**config.mk**
```make
export PLATFORM = sky130hd
export DESIGN_NAME = quoted_printable_encoder_core_flat
export DESIGN_NICKNAME = d
export VERILOG_FILES = /design/src/rtl/core/qpe_pkg.sv /design/src/rtl/core/qpe_if.sv /design/src/rtl/core/quoted_printable_encoder_core.sv /design/src/flat_wrapper.sv
export SDC_FILE = /design/constraint.sdc
export NUM_CORES = 1
export LEC_CHECK = 0
export BUFFER_PORTS_ARGS = -buffer_cell sky130_fd_sc_hd__buf_2
export CAP_MARGIN = 10
export CORE_AREA = 10 10 93 95
export CTS_CLUSTER_DIAMETER = 100
export DETAILED_ROUTE_END_ITERATION = 8
export DIE_AREA = 0 0 103 105
export PLACE_DENSITY = 0.72
export SYNTH_ARGS = -nofsm -noshare
export SYNTH_HDL_FRONTEND = slang
export SYNTH_SLANG_ARGS = --single-unit
```
**constraint.sdc**
```tcl
create_clock -name clk -period 3.9 [get_ports clk]
set_clock_uncertainty 0.15 [all_clocks]
set_input_delay 0.975 -clock clk [delete_from_list [all_inputs] [get_ports clk]]
set_output_delay 0.975 -clock clk [all_outputs]
set_load 0.1 [all_outputs]
```
**src/rtl/core/qpe_pkg.sv**
```systemverilog
// Shared types, character codes and helper functions of the quoted-printable encoder.
package qpe_pkg;

	typedef logic [7:0] qpe_byte_t;

	// longest encoded run for one input byte: soft break plus an escape
	localparam int unsigned SeqDepth = 6;
	localparam int unsigned CntWidth = $clog2(SeqDepth + 1);

	typedef logic [CntWidth-1:0] qpe_cnt_t;

	localparam qpe_byte_t MAX_LINE_RESET = 8'd76;

	localparam qpe_byte_t PASS_LO_A = 8'd33;
	localparam qpe_byte_t PASS_HI_A = 8'd60;
	localparam qpe_byte_t PASS_LO_B = 8'd62;
	localparam qpe_byte_t PASS_HI_B = 8'd126;

	localparam qpe_byte_t CH_EQUALS = 8'h3D;
	localparam qpe_byte_t CH_CR     = 8'h0D;
	localparam qpe_byte_t CH_LF     = 8'h0A;
	localparam qpe_byte_t CH_TAB    = 8'h09;
	localparam qpe_byte_t CH_SPACE  = 8'h20;
	localparam qpe_byte_t CH_ZERO   = 8'h30;
	localparam qpe_byte_t CH_UPPER_A = 8'h41;

	localparam qpe_cnt_t CNT_BREAK = qpe_cnt_t'(3);
	localparam qpe_cnt_t CNT_PLAIN = qpe_cnt_t'(1);
	localparam qpe_cnt_t CNT_ESC   = qpe_cnt_t'(3);

	// upper-case hex digit of a nibble
	function automatic qpe_byte_t hex_digit(input logic [3:0] nib);
		qpe_byte_t d;
		if (nib < 4'd10) begin
			d = CH_ZERO + {4'd0, nib};
		end else begin
			d = CH_UPPER_A + {4'd0, nib} - 8'd10;
		end
		return d;
	endfunction

	// bytes that stand for themselves in the encoded text
	function automatic logic passes_through(input qpe_byte_t ch, input logic is_last);
		logic p;
		p = ((ch >= PASS_LO_A) && (ch <= PASS_HI_A)) ||
			((ch >= PASS_LO_B) && (ch <= PASS_HI_B)) ||
			(((ch == CH_TAB) || (ch == CH_SPACE)) && !is_last);
		return p;
	endfunction

endpackage

```
**src/rtl/core/qpe_if.sv**
```systemverilog
// Valid/ready channel interfaces for raw input bytes and encoded output bytes.
interface qpe_in_if;
	logic       valid;
	logic       ready;
	logic [7:0] data_byte;
	logic       first_byte;
	logic       last_byte;

	modport source (output valid, input ready, output data_byte, output first_byte,
		output last_byte);
	modport sink (input valid, output ready, input data_byte, input first_byte,
		input last_byte);
endinterface

interface qpe_out_if;
	logic       valid;
	logic       ready;
	logic [7:0] out_byte;
	logic       run_last;

	modport source (output valid, input ready, output out_byte, output run_last);
	modport sink (input valid, output ready, input out_byte, input run_last);
endinterface

```
**src/rtl/core/quoted_printable_encoder_core.sv**
```systemverilog
// Quoted-printable encoder: one raw byte in, its encoded run of bytes out.
// Latency: the first encoded byte is offered in the cycle after the input transfer.
// Throughput: one output byte per cycle while enc.ready is high; each input byte
//   gives a run of 1, 3, 4 or 6 bytes, drained from the run register by the result channel.
// A new input byte is taken in the same cycle the last byte of the previous run leaves.
// Reset (arst_n low, asynchronous): run empty, line position 0, line limit 76.
module quoted_printable_encoder_core (
	input  logic        clk,
	input  logic        arst_n,
	input  logic        cfg_wr_en,
	input  logic [7:0]  cfg_wr_data,
	qpe_in_if.sink      raw,
	qpe_out_if.source   enc
);
	import qpe_pkg::*;

	// configuration and line state
	qpe_byte_t max_line_q;
	qpe_byte_t line_pos_q;

	// encoded run: entry 0 is the byte on offer, cnt_q bytes remain
	qpe_byte_t seq_s1 [SeqDepth];
	qpe_cnt_t  cnt_q;

	logic      raw_xfer;
	logic      enc_xfer;

	// encoding of the byte on the input channel
	qpe_byte_t base_pos;
	logic      plain;
	qpe_byte_t width;
	logic      brk;
	qpe_byte_t pay [3];
	qpe_byte_t seq_d [SeqDepth];
	qpe_cnt_t  cnt_d;
	qpe_byte_t pos_d;

	// Offer the head of the run; accept a new byte once the run is empty or
	// its last byte is being transferred this cycle.
	assign enc.valid    = (cnt_q != '0);
	assign enc.out_byte = seq_s1[0];
	assign enc.run_last = (cnt_q == qpe_cnt_t'(1));
	assign enc_xfer     = enc.valid && enc.ready;
	assign raw.ready    = (cnt_q == '0) || (enc_xfer && enc.run_last);
	assign raw_xfer     = raw.valid && raw.ready;

	always_comb begin
		// a first byte restarts the line before the width check
		base_pos = raw.first_byte ? '0 : line_pos_q;
		plain    = passes_through(raw.data_byte, raw.last_byte);
		width    = plain ? 8'd1 : 8'd3;
		brk      = ({1'b0, base_pos} + {1'b0, width}) >= {1'b0, max_line_q};

		if (plain) begin
			pay[0] = raw.data_byte;
			pay[1] = raw.data_byte;
			pay[2] = raw.data_byte;
		end else begin
			pay[0] = CH_EQUALS;
			pay[1] = hex_digit(raw.data_byte[7:4]);
			pay[2] = hex_digit(raw.data_byte[3:0]);
		end

		// soft break '=' CR LF goes ahead of the payload; the break itself
		// does not count towards the line position
		if (brk) begin
			seq_d[0] = CH_EQUALS;
			seq_d[1] = CH_CR;
			seq_d[2] = CH_LF;
			seq_d[3] = pay[0];
			seq_d[4] = pay[1];
			seq_d[5] = pay[2];
			cnt_d    = CNT_BREAK + (plain ? CNT_PLAIN : CNT_ESC);
			pos_d    = width;
		end else begin
			seq_d[0] = pay[0];
			seq_d[1] = pay[1];
			seq_d[2] = pay[2];
			seq_d[3] = pay[0];
			seq_d[4] = pay[1];
			seq_d[5] = pay[2];
			cnt_d    = plain ? CNT_PLAIN : CNT_ESC;
			pos_d    = base_pos + width;
		end
	end

	// control state: run length, line position, line limit
	always_ff @(posedge clk or negedge arst_n) begin
		if (!arst_n) begin
			cnt_q      <= '0;
			line_pos_q <= '0;
			max_line_q <= MAX_LINE_RESET;
		end else begin
			if (cfg_wr_en) begin
				max_line_q <= cfg_wr_data;
			end
			if (raw_xfer) begin
				cnt_q      <= cnt_d;
				line_pos_q <= pos_d;
			end else if (enc_xfer) begin
				cnt_q <= cnt_q - qpe_cnt_t'(1);
			end
		end
	end

	// run payload: load a fresh run, or advance by one byte per transfer
	always_ff @(posedge clk) begin
		if (raw_xfer) begin
			seq_s1 <= seq_d;
		end else if (enc_xfer) begin
			for (int i = 0; i < SeqDepth - 1; i++) begin
				seq_s1[i] <= seq_s1[i+1];
			end
		end
	end

endmodule

```
**src/flat_wrapper.sv**
```systemverilog
// flat-port wrapper written by rule: the top's interface ports become plain ports
module quoted_printable_encoder_core_flat import qpe_pkg::*;
  (clk, arst_n, cfg_wr_en, cfg_wr_data, raw_valid, raw_ready, raw_data_byte, raw_first_byte, raw_last_byte, enc_valid, enc_ready, enc_out_byte, enc_run_last);
  qpe_in_if raw_i ();
  qpe_out_if enc_i ();
  input  logic clk;
  input  logic arst_n;
  input  logic cfg_wr_en;
  input  logic [7:0] cfg_wr_data;
  input wire logic [$bits(raw_i.valid)-1:0] raw_valid;
  output wire logic [$bits(raw_i.ready)-1:0] raw_ready;
  input wire logic [$bits(raw_i.data_byte)-1:0] raw_data_byte;
  input wire logic [$bits(raw_i.first_byte)-1:0] raw_first_byte;
  input wire logic [$bits(raw_i.last_byte)-1:0] raw_last_byte;
  output wire logic [$bits(enc_i.valid)-1:0] enc_valid;
  input wire logic [$bits(enc_i.ready)-1:0] enc_ready;
  output wire logic [$bits(enc_i.out_byte)-1:0] enc_out_byte;
  output wire logic [$bits(enc_i.run_last)-1:0] enc_run_last;
  assign raw_i.valid = raw_valid;
  assign raw_ready = raw_i.ready;
  assign raw_i.data_byte = raw_data_byte;
  assign raw_i.first_byte = raw_first_byte;
  assign raw_i.last_byte = raw_last_byte;
  assign enc_valid = enc_i.valid;
  assign enc_i.ready = enc_ready;
  assign enc_out_byte = enc_i.out_byte;
  assign enc_run_last = enc_i.run_last;
  quoted_printable_encoder_core u_core (.clk(clk), .arst_n(arst_n), .cfg_wr_en(cfg_wr_en), .cfg_wr_data(cfg_wr_data), .raw(raw_i), .enc(enc_i));
endmodule
```
Yosys cells after proc, flatten, opt, wreduce, memory -nomap -nowiden
Cells that the tools add are included.

Flip-flop bits (word level): 67. Latch bits: 0. Memory bits (writable): 0. ROM bits: 0. Input bits: 23. Output and inout bits: 11. Memories: 0.

Add/sub/neg operators: 10. Multipliers: 0. Div/mod/pow operators: 0. $lt $le $gt $ge: 7. Eq/ne operators: 3. Shifts and indexed selects: 0. Multiplexer cells: 13. Bitwise logic cells: 0. Reductions and logical operators: 14.

Operators by type and width (number): 40-bit two-way mux (2); 48-bit two-way mux (1); 8-bit two-way mux (4); 24-bit two-way mux (1); 7-bit by 4-bit adder with 8-bit output, first input constant (2); 8-bit by 6-bit >= comparator with 1-bit output, second input constant (2); 8-bit by 4-bit subtractor with 8-bit output, second input constant (2); 6-bit by 4-bit adder with 7-bit output, first input constant (2); 8-bit by 8-bit adder with 9-bit output (1); 9-bit by 8-bit >= comparator with 1-bit output (1); 3-bit two-way mux (3); 8-bit adder (1); 8-bit by 4-bit == test with 1-bit output, second input constant (1); 8-bit by 6-bit == test with 1-bit output, second input constant (1); 8-bit by 6-bit <= comparator with 1-bit output, second input constant (1); 8-bit by 7-bit <= comparator with 1-bit output, second input constant (1); 4-bit < comparator, second input constant (2); 1-bit logical AND (6); 1-bit logical OR (4); 2-bit two-way mux (2); 2-bit by 3-bit adder with 3-bit output, first input constant (1); 3-bit by 1-bit == test with 1-bit output, second input constant (1); 3-bit zero test (1); 3-bit nonzero test (1); 3 further kinds (3).

Longest topological paths before layout
Gate-level depths: netlist (run 1).

Word-level depth: 9. Gate-level depth with buffers: 20. Gate-level depth less buffers: 18.

Least setup slack after synthesis (run 1)
Ideal clock, no wire load.

Path type: input -> register. From: in raw_data_byte[1]. To: reg u_core.seq_s1 (netlist bit u_core.enc.out_byte[2]), data pin. Arrival: 4.819 ns. Path slack: -1.333 ns. Stages: 18. Cell sequence: inv_1 ha_1 or4b_1 nand3b_1 a311o_2 and2_4 inv_2 fa_1 or3_1 a21oi_1 ha_1 nand3_1 nor2_1 o2bb2ai_1 or4_4 nor2_2 buf_4 a21oi_1.

Longest elaborated chain between the ends: 9. Elaborated cells on any way between the ends: 18.

Ends and longest elaborated chain: start: declaration (line flat_wrapper.sv:12) `input wire logic [$bits(raw_i.data_byte)-1:0] raw_data_byte;`; 8-bit by 6-bit >= comparator with 1-bit output (tied with other cells) (line qpe_pkg.sv:45) `p = ((ch >= PASS_LO_A) && (ch <= PASS_HI_A)) ||`; 1-bit logical AND (tied with other cells) (line qpe_pkg.sv:45); 1-bit logical OR / 1-bit logical AND (equally long branches) (line qpe_pkg.sv:45, qpe_pkg.sv:47); 1-bit logical OR (*) (line qpe_pkg.sv:46) `((ch >= PASS_LO_B) && (ch <= PASS_HI_B)) ||`; 2-bit two-way mux (line quoted_printable_encoder_core.sv:51) `width = plain ? 8'd1 : 8'd3;`; 8-bit by 8-bit adder with 9-bit output (line quoted_printable_encoder_core.sv:52) `brk = ({1'b0, base_pos} + {1'b0, width}) >= {1'b0, max_line_q};`; 9-bit by 8-bit >= comparator with 1-bit output (line quoted_printable_encoder_core.sv:52); 48-bit two-way mux (*) (line quoted_printable_encoder_core.sv:66) `if (brk) begin`; 40-bit two-way mux (*) (line quoted_printable_encoder_core.sv:108) `if (raw_xfer) begin`; end signal: assignment (line quoted_printable_encoder_core.sv:109) `seq_s1 <= seq_d;`; end signal: indexed assignment (line quoted_printable_encoder_core.sv:112) `seq_s1[i] <= seq_s1[i+1];`; end: declaration (line quoted_printable_encoder_core.sv:22) `qpe_byte_t seq_s1 [SeqDepth];`.

Every way passes the cells marked *; elsewhere a longest branch is shown, timed or not. A chain may end at the register's enable or synchronous reset.

Worst setup path after layout (run 1)
Ends and elaborated chain as after synthesis.

==> impl_metrics.yaml, run 1 <==
timing:
  setup_viol: 31
  max-slew-margin-rel: 0.321
  finalCriticalPeriod_ns: 4.71
  max_slew.worst_pin.slew_ns: 1.02
  final_tns_setup_ns: -21.41
  rsz_0062_raised_after_global_routing: "yes"
  finalWorstSetupSlack_ns: -0.806
  crit_share_post_route: 1.21
  slew_viol_final: 0
  maxClockFrequency_ghz: 0.213
  finalHoldViolCount: 0
pwr:
  power_switching_mw: 1.13
  leakagePower_nw: 1.91
  power_density_nw_per_um2: 662
  share_clk_of_total_power: 0.239
  netSwitchingFraction: 0.377
  p_seq_frac: 0.377
  power_frac_comb: 0.384
  worst_ir_drop_vdd_mv: 0.360
  internal_mw: 1.87
clock_network:
  cts_hold_buffers: 0
  htree_levels: 3
  clk_pin_slew_worst_paths_ns: 0.07
  clock_latency_ns: 0.34
  cts_inserted_buffers: 9
  worst_case_clock_buffer_depth: 2
  cts.sinks: 67
  cts-root-buf: "clkbuf_8"
  cts_tree: "done"
setup_path:
  rr_endpoint: "u_core.enc.out_byte[2]$_DFFE_PP_"
  worst_setup_path_start_kind: "input pin"
  crit_path_frequent_cell: "a21oi_2"
  critical_path.top_delay_family: "simple AND/OR/NAND/NOR gates"
  timing.setup.critical_path_class: "in -> reg"
  crit_path_max_fo: 8
  cp_slowest_cell: "or4_4"
  crit_chain: "buf_8, clkinvlp_4, ha_4, or4b_1, nand3b_1, a311o_2, and2_4, inv_4, fa_2, or3_1, a21oi_2, ha_1, o211ai_1, nor2_2, o2bb2ai_2, or4_4, nor2_4, buf_12, a21oi_2"
  r2r-start: "u_core.line_pos_q[0]$_DFFE_PN0P_"
  worst-endpoint-arrival_ns: 4.63
  worst_ep_required_time_ns: 3.83
  rrSetupSlack_ns: 0.58
  r2r_cells: 12
  crit_buf_inv: 4
  max_stage_delay_ns: 0.52
  worst_setup_path_end_kind: "register"
final_layout:
  finalCoreUtilization: 0.672
  total_area_of_multi_input_combinational_cells_sq_um: 1600
  antenna_cells_inserted: 0
  final_cell_area_sq_um: 4540
  drive_above_1_share: 0.357
  layout_cells_excl_fill: 492
  area.sequential_sq_um: 1920
  syn_to_final_growth_pct: 26.6
  finalNetCount: 449
  fillers: 508
global_route:
  globalRouteTotalUtil: 0.150
  pin_count_of_the_biggest_net_entering_global_routing: 46
  grt_antenna_before_repair: 0
  grt_overflow: 0
  grt_first_pass_wirelength_mm: 13.0
  first_global_vias: 2662
place:
  place_area_sq_um: 4130
  gp_congestion: 0.882
  post-dp-hpwl_mm: 5.74
  post-place-cells: 471
  buffer_ports.inserted: 33
worst_hold_path:
  whs_endpoint: "u_core.max_line_q[3]$_DFFE_PN1P_"
  min-delay-path-class: "reg -> reg"
  timing.hold.worst.start: "u_core.max_line_q[3]$_DFFE_PN1P_"
  worst_hold_path.num_cells: 2
synthesis:
  synth_top_cells_by_count: "edfxtp_1, nand2_1, nor2_1, o21ai_0, a21oi_1"
  yosys.area.top_type: "edfxtp_1"
  async_flop_share: 0.284
  synth_cells: 334
  synth.most_common_cell: "edfxtp_1"
  ys_dominant_reg_cell: "edfxtp_1"
  synth_seq_area_share: 0.536
  netlist_top_cells_area: "edfxtp_1, dfrtp_1, ha_1"
  count_of_state_elements_after_synthesis: 67
  yosysWarnings: 0
  edff_count_synth: 48
  synthesis.nets: 376
  syn-cell-area_sq_um: 3580
  synth_cell_type_count: 54
  synth_top_area_share: 0.402
  mean_area_per_synthesized_cell_sq_um: 10.7
floorplanning:
  die_w_um: 103
  design.die.area_sq_um: 10800
  core_sq_um: 6760
  placement_rows: 30
  initial_utilization: 0.531
  io_pins: 34
  die-height_um: 105
drt:
  dr.pass1.iters: 6
  first_iter_violations: 156
  drt_drc_violations_left: 0
  drt-total-wl_mm: 8.20
  final_antenna_net_count: 0
  vias: 2754
  wire_per_inst_um: 16.7
  route.detailed.vias_per_inst: 5.60
status:
  run_status: "complete, but fails checks"
  violations_in_the_final_reports: "setup timing"
job:
  max_cap_viols: 0
-- layout by cell type, fill, tap and decap left out, types with 3 or more instances in the layout --
cell and instances:
edfxtp_1 48, clkbuf_8 10, xnor2_1 6, nor2_2 3, ha_1 15, dfstp_2 3, dfrtp_1 16, a21oi_2 6
nand3_1 5, nand2_1 36, o21ai_2 4, inv_1 16, a21oi_1 12, buf_4 44, nand2b_1 5, a22o_1 8
nand4_1 4, buf_6 6, mux2_2 5, buf_2 32, and2_1 5, a31oi_1 6, o21ai_0 17, bufinv_16 3
nor2b_1 3, o21ai_1 14, nor2_1 24, o22a_1 4
-- cell type report --
class                           count  share of cell area
Sequential cell                    67               0.423
Multi-Input combinational cell    226               0.352
Timing Repair Buffer               84               0.131
Clock buffer                       10              0.0303
Clock inverter                      6              0.0248
Tap cell                           80              0.0221
Inverter                           19              0.0171
-- worst register-to-register path: cells and delay by family, from the launching register on --
| family | cells | cell delay [ns] |
|---|---|---|
| AOI/OAI and AO/OA | 4 | 0.45 |
| adders and majority gates | 2 | 0.70 |
| buffers and inverters | 1 | 0.14 |
| DFF | 1 | 0.41 |
| and+or+nand+nor | 5 | 1.23 |
-- power by group through the flow --
stage | sequential, mW | combinational, mW | clock [mW]
detailed placement | 1.14 | 1.09 | 0
CTS | 1.13 | 1.13 | 0.724
global placement | 1.13 | 1.07 | 0
finish | 1.13 | 1.15 | 0.719
floorplan | 1.11 | 0.863 | 0
global route | 1.15 | 1.24 | 0.756
-- how the worst max path moves through the flow --
| stage | start | endpoint | slack (ns) | cells past startpoint |
|---|---|---|---|---|
| 3_3_place_gp | raw_data_byte[1] | u_core.seq_s1[35]$_DFFE_PP_ | -1.21 | 19 |
| 6_report | raw_data_byte[1] | u_core.enc.out_byte[2]$_DFFE_PP_ | -0.81 | 19 |
| 5_1_grt | raw_data_byte[0] | u_core.seq_s1[35]$_DFFE_PP_ | -0.98 | 20 |
| 2_1_floorplan | raw_data_byte[1] | u_core.enc.out_byte[2]$_DFFE_PP_ | -1.13 | 18 |
| 4_1_cts | raw_data_byte[1] | u_core.enc.out_byte[2]$_DFFE_PP_ | -0.80 | 19 |
| 3_5_place_dp | raw_data_byte[1] | u_core.seq_s1[35]$_DFFE_PP_ | -1.30 | 19 |
-- metrics by stage --
stage	setup slack [ns]	power, mW	hold slack, ns
final	-0.806	3.01	0.372
after global routing	-0.976	3.15	0.389
after CTS	-0.805	2.99	0.371
after detailed placement	-1.30	2.24	0.356
after global placement	-1.21	2.20	0.346
after floorplan	-1.13	1.98	0.321
-- state kept, by name (all words and copies together), names as in the netlist --
name                 cells
u_core.seq_s1           40
u_core.enc.out_byte      8
u_core.line_pos_q        8
u_core.max_line_q        8
u_core.cnt_q             3
-- metal layers --
metal  share of wire  global-route usage
met5               0                   0
met4           0.013              0.0537
met3           0.050              0.0329
met2            0.50               0.236
met1            0.44               0.196
-- kinds of logic (layout without fill, tap and decap cells) --
logic type      Yosys count  in the layout  synth area share
simple gates            106            106             0.148
compound gates           88             88             0.157
flops                    67             67             0.536
buf+inv                  41            119            0.0551
fa+ha+maj                19             19            0.0684
xor+xnor                  6              6            0.0147
mux                       6              6            0.0199
other cells               1              1           0.00105
-- repair_timing --
item	CTS	global route
setup endpoints to repair	31	31
buffers inserted	4	1
resized for setup	16	14
pin swaps	15	13
(Power assumes the default switching activity.)
==> inputs of run 2 (changes only) <==
==> constraint.sdc (replaced) <==
create_clock -name clk -period 5.7 [get_ports clk]
set_clock_uncertainty 0.15 [all_clocks]
set_input_delay 1.425 -clock clk [delete_from_list [all_inputs] [get_ports clk]]
set_output_delay 1.425 -clock clk [all_outputs]
set_load 0.1 [all_outputs]
==> run 2 against run 1 <==
Net effect:
- the flow now finishes without violations
- critical path depth did not move
- final area down 8.8%
- sequential power is 32% lower
- clock power shrank 51%
- via count is 4.0% lower
- worst setup slack better by 1.1 ns
- global-route usage is 0.76 points lower
- sequential share of layout area increased by 4.1 points
- power down 39%
- die area did not move
- utilization down 5.9 points
==> impl_metrics.yaml, run 2 (same netlist as run 1, synthesis figures left out) <==
setup_path:
  worst-endpoint-arrival_ns: 5.39
  cp_slowest_cell: "or4_4"
  max_stage_delay_ns: 0.58
  crit_path_max_fo: 10
  timing.setup.critical_path_class: "in -> reg"
  worst_ep_required_time_ns: 5.64
  worst_setup_path_start_kind: "input pin"
  critical_path.top_delay_family: "simple AND/OR/NAND/NOR gates"
  crit_chain: "buf_2, inv_1, ha_1, or4b_1, nand3b_1, a311o_2, and2_4, inv_2, fa_1, or3_1, a21oi_2, ha_1, nand3_1, nor2_1, o2bb2ai_1, or4_4, nor2_4, buf_12, a21oi_1"
  worst_setup_path_end_kind: "register"
  crit_buf_inv: 4
  crit_path_frequent_cell: "ha_1"
final_layout:
  area.sequential_sq_um: 1920
  fillers: 576
  largest_register_ff_count: 40
  layout.cells.most_common_list: "edfxtp_1, nand2_1, buf_2"
  layout_cells_excl_fill: 469
  syn_to_final_growth_pct: 15.4
  finalNetCount: 426
  largest-register: "u_core.seq_s1"
  finalCoreUtilization: 0.612
  drive_above_1_share: 0.249
  total_area_of_multi_input_combinational_cells_sq_um: 1480
  antenna_cells_inserted: 0
  layout.cells.most_common: "edfxtp_1"
global_route:
  pin_count_of_the_biggest_net_entering_global_routing: 46
  globalRouteTotalUtil: 0.142
  grt_first_pass_wirelength_mm: 12.4
  grt_antenna_before_repair: 0
  first_global_vias: 2533
  grt_overflow: 0
timing:
  setup_viol: 0
  maxClockFrequency_ghz: 0.183
  max-slew-margin-rel: 0.313
  final_tns_setup_ns: 0
  slew_viol_final: 0
  finalCriticalPeriod_ns: 5.45
  finalWorstSetupSlack_ns: 0.247
  crit_share_post_route: 0.957
  finalHoldViolCount: 0
  rsz_0062_raised_after_global_routing: "no"
  max_slew.worst_pin.slew_ns: 1.03
  fin_worst_hold_slack_ns: 0.355
floorplanning:
  die_w_um: 103
  die-height_um: 105
  initial_utilization: 0.531
  core_sq_um: 6760
  io_pins: 34
  placement_rows: 30
  design.die.area_sq_um: 10800
pwr:
  share_clk_of_total_power: 0.192
  power_frac_comb: 0.388
  netSwitchingFraction: 0.399
  power_density_nw_per_um2: 443
  leakagePower_nw: 1.74
  worst_ir_drop_vdd_mv: 0.219
  p_seq_frac: 0.421
  power_switching_uw: 731
  internal_mw: 1.10
place:
  pre_cts_ws_ns: -0.200
  gp_congestion: 0.898
  post-dp-hpwl_mm: 5.36
  buffer_ports.inserted: 33
  post-place-cells: 453
drt:
  vias: 2645
  drt-total-wl_mm: 7.42
  maxUsedRoutingLayer: "met4"
  routed-wl-met2_mm: 3.47
  route.detailed.vias_per_inst: 5.64
  dr.pass1.iters: 4
  drt_drc_violations_left: 0
  final_antenna_net_count: 0
  wire_per_inst_um: 15.8
  wl_met3_um: 383
  met1_length_mm: 3.50
  first_iter_violations: 105
clock_network:
  cts_tree: "done"
  worst_case_clock_buffer_depth: 2
  cts_inserted_buffers: 9
  cts.sinks: 67
  clock_latency_ns: 0.34
  clk_pin_slew_worst_paths_ns: 0.08
  cts-root-buf: "clkbuf_8"
  htree_levels: 3
status:
  run_status: "completed"
worst_hold_path:
  min-delay-path-class: "reg -> reg"
job:
  max_cap_viols: 0
-- run 2: changes by cell type in the layout (fill, tap and decap cells not counted), sizes merged --
cell and delta:
clkinvlp +2, buf -23, bufinv -3, inv +1
-- run 2: final timing paths --
| check | start | end | slack, ns | cells past startpoint |
|---|---|---|---|---|
| max | raw_data_byte[1] | u_core.enc.out_byte[2]$_DFFE_PP_ | 0.25 | 19 |
| max reg2reg | u_core.line_pos_q[0]$_DFFE_PN0P_ | u_core.enc.out_byte[2]$_DFFE_PP_ | 2.26 | 12 |
| min in group asynchronous | arst_n | u_core.line_pos_q[6]$_DFFE_PN0P_ | 0.86 | 1 |
| max in group asynchronous | arst_n | u_core.max_line_q[6]$_DFFE_PN1P_ | 4.21 | 1 |
| min | u_core.max_line_q[3]$_DFFE_PN1P_ | u_core.max_line_q[3]$_DFFE_PN1P_ | 0.36 | 2 |
| min reg2reg | u_core.max_line_q[3]$_DFFE_PN1P_ | u_core.max_line_q[3]$_DFFE_PN1P_ | 0.36 | 2 |
-- run 2: power by group through the flow --
stage / logic (mW) / registers, mW / clock network [mW]
5_1_grt: 0.774 / 0.787 / 0.379
3_5_place_dp: 0.711 / 0.779 / 0
2_1_floorplan: 0.578 / 0.762 / 0
6_report: 0.711 / 0.771 / 0.351
3_3_place_gp: 0.697 / 0.775 / 0
4_1_cts: 0.713 / 0.771 / 0.358
-- run 2: what timing repair did --
action                     CTS  global route
hold buffers                 0             0
buffers inserted             0             0
resized for setup            0             3
setup endpoints to repair    0            12
-- run 2: final cells by class --
type                            count  share of cell area
Sequential cell                    67               0.464
Multi-Input combinational cell    226               0.357
Timing Repair Buffer               61              0.0937
Clock buffer                       10              0.0333
Tap cell                           80              0.0242
Inverter                           19              0.0172
Clock inverter                      6             0.00998
-- run 2: stage by stage --
stage	power [mW]	cell area, sq um
after floorplan	1.34	3580
after global placement	1.47	3950
after detailed placement	1.49	3950
after CTS	1.84	4130
after global routing	1.94	4140
final	1.83	4140
-- run 2: worst register-to-register path, stage by stage, from the launching register on --
cell,delay (ns)
dfrtp_1,0.39
nand2b_1,0.11
fa_1,0.45
or3_1,0.39
a21oi_2,0.19
ha_1,0.26
nand3_1,0.11
nor2_1,0.06
o2bb2ai_1,0.16
or4_4,0.58
nor2_4,0.14
buf_12,0.14
a21oi_1,0.06
-- run 2: metal layers --
layer	vias up	GRT usage
met1	1264	0.195
met4	0	0.0547
met2	83	0.213
met3	7	0.0296
li1	1291	-
met5	-	0
==> inputs of run 3 (changes only) <==
--- a/config.mk
+++ b/config.mk
@@ -12,6 +12,7 @@
 export DETAILED_ROUTE_END_ITERATION = 8
 export DIE_AREA = 0 0 103 105
 export PLACE_DENSITY = 0.72
+export RECOVER_POWER = 25
 export SYNTH_ARGS = -nofsm -noshare
 export SYNTH_HDL_FRONTEND = slang
 export SYNTH_SLANG_ARGS = --single-unit
==> run 3 against run 2 <==
Net effect:
- the flow now finishes with violations (capacitance limit, slew limit)
- via count is 0.68% lower
- die area stayed put
- worst hold slack hardly changed
- cell count stayed put
- combinational power hardly changed
- sequential share of layout area is 0.070 points higher
- largest power group unchanged
==> impl_metrics.yaml, run 3 (same netlist as run 1, synthesis figures left out) <==
global_route:
  grt_overflow: 0
  grt_antenna_before_repair: 0
  first_global_vias: 2533
  pin_count_of_the_biggest_net_entering_global_routing: 46
  grt_first_pass_wirelength_mm: 12.4
  globalRouteTotalUtil: 0.142
final_layout:
  final_cell_area_sq_um: 4130
  area.sequential_sq_um: 1920
  layout_cells_excl_fill: 469
  largest_register_ff_count: 40
  largest-register: "u_core.seq_s1"
  antenna_cells_inserted: 0
  layout.cells.most_common: "edfxtp_1"
  total_area_of_multi_input_combinational_cells_sq_um: 1480
  layout.cells.most_common_list: "edfxtp_1, nand2_1, buf_2"
  syn_to_final_growth_pct: 15.3
  finalCoreUtilization: 0.611
  fillers: 577
  drive_above_1_share: 0.239
  finalNetCount: 426
clock_network:
  cts_tree: "done"
  worst_case_clock_buffer_depth: 2
  cts_inserted_buffers: 9
  htree_levels: 3
  cts_setup_buffers: 0
  cts-root-buf: "clkbuf_8"
  clock_latency_ns: 0.34
  clk_pin_slew_worst_paths_ns: 0.07
  cts.sinks: 67
setup_path:
  startpoint: "raw_data_byte[1]"
  crit_path_max_fo: 10
  worst_setup_path_start_kind: "input pin"
  r2r_cells: 15
  rr_endpoint: "u_core.seq_s1[32]$_DFFE_PP_"
  worst_ep_required_time_ns: 5.64
  worst-endpoint-arrival_ns: 5.42
  timing.setup.critical_path_class: "in -> reg"
  rrSetupSlack_ns: 2.23
  worst_setup_path_end_kind: "register"
  r2r-start: "u_core.line_pos_q[1]$_DFFE_PN0P_"
drt:
  drt-total-wl_mm: 7.43
  wl_met3_um: 342
  drt_drc_violations_left: 0
  maxUsedRoutingLayer: "met4"
  first_iter_violations: 99
  vias: 2627
  routed-wl-met2_mm: 3.55
  wire_per_inst_um: 15.8
  dr.pass1.iters: 5
  route.detailed.vias_per_inst: 5.60
  met1_length_mm: 3.48
  final_antenna_net_count: 0
timing:
  finalHoldViolCount: 0
  finalWorstSetupSlack_ns: 0.218
  crit_share_post_route: 0.962
  max_slew.worst_pin.slew_ns: 1.85
  slew_viol_final: 92
  finalCriticalPeriod_ns: 5.48
  maxClockFrequency_ghz: 0.182
  rsz_0062_raised_after_global_routing: "no"
  final_tns_setup_ns: 0
  max-slew-margin-rel: -0.235
  setup_viol: 0
  fin_worst_hold_slack_ns: 0.355
pwr:
  power_frac_comb: 0.386
  worst_ir_drop_vdd_mv: 0.217
  leakagePower_nw: 1.73
  p_seq_frac: 0.422
  totalPowerFinal_mw: 1.83
  power_density_nw_per_um2: 443
  share_clk_of_total_power: 0.192
  netSwitchingFraction: 0.399
  internal_mw: 1.10
  power_switching_uw: 730
worst_hold_path:
  whs_endpoint: "u_core.max_line_q[3]$_DFFE_PN1P_"
  worst_hold_path.num_cells: 2
  timing.hold.worst.start: "u_core.max_line_q[3]$_DFFE_PN1P_"
  min-delay-path-class: "reg -> reg"
floorplanning:
  die_w_um: 103
  design.die.area_sq_um: 10800
  core_sq_um: 6760
  io_pins: 34
  initial_utilization: 0.531
  die-height_um: 105
  placement_rows: 30
place:
  pre_cts_ws_ns: -0.200
  post-place-cells: 453
  gp_congestion: 0.898
  place_area_sq_um: 3950
  post-dp-hpwl_mm: 5.36
  buffer_ports.inserted: 33
status:
  violations_in_the_final_reports: "capacitance limit, slew limit"
  run_status: "complete, but fails checks"
job:
  max_cap_viols: 2
[run 3: changes by cell type in the layout (fill, tap and decap cells not counted), sizes merged]
cell and change:
clkbuf +3, buf -3
[run 3: repair_timing]
item | 4_1_cts | 5_1_grt
setup endpoints to repair | 0 | 12
hold buffers | 0 | 0
resized for setup | 0 | 3
[run 3: layout make-up]
class / count / share of cell area
clock buffers: 10 / 0.0333
clock inverters: 6 / 0.00999
inverters: 19 / 0.0173
multi-input cells: 226 / 0.358
flip-flops and latches: 67 / 0.465
well taps: 80 / 0.0242
repair buffers: 61 / 0.0924
[run 3: worst max-delay path by stage]
stage	to	slack [ns]	cells after the start
2_1_floorplan	u_core.enc.out_byte[2]$_DFFE_PP_	0.02	18
3_3_place_gp	u_core.enc.out_byte[2]$_DFFE_PP_	-0.05	19
3_5_place_dp	u_core.enc.out_byte[2]$_DFFE_PP_	-0.20	19
4_1_cts	u_core.seq_s1[32]$_DFFE_PP_	0.14	19
5_1_grt	u_core.seq_s1[32]$_DFFE_PP_	0.03	19
6_report	u_core.seq_s1[32]$_DFFE_PP_	0.22	19
[run 3: worst max-delay path, cell delays in order]
cell	delay, ns
buf_2	0.09
inv_1	0.07
ha_1	0.20
or4b_1	0.52
nand3b_1	0.12
a311o_2	0.18
and2_4	0.16
inv_2	0.05
fa_1	0.49
or3_1	0.39
a21oi_2	0.19
ha_1	0.26
nand3_1	0.11
nor2_1	0.06
o2bb2ai_1	0.17
or4_4	0.58
nor2_4	0.14
buf_12	0.16
a21oi_1	0.06
[run 3: layer usage]
layer	global-route usage	vias up
met5	0	-
met4	0.0547	0
met3	0.0296	4
met2	0.213	83
met1	0.195	1249
li1	-	1291
[run 3: power groups by stage]
stage	combinational [mW]	sequential, mW	clock (mW)
4_1_cts	0.713	0.771	0.358
3_5_place_dp	0.711	0.779	0
5_1_grt	0.773	0.790	0.379
2_1_floorplan	0.578	0.762	0
3_3_place_gp	0.697	0.775	0
6_report	0.708	0.773	0.351
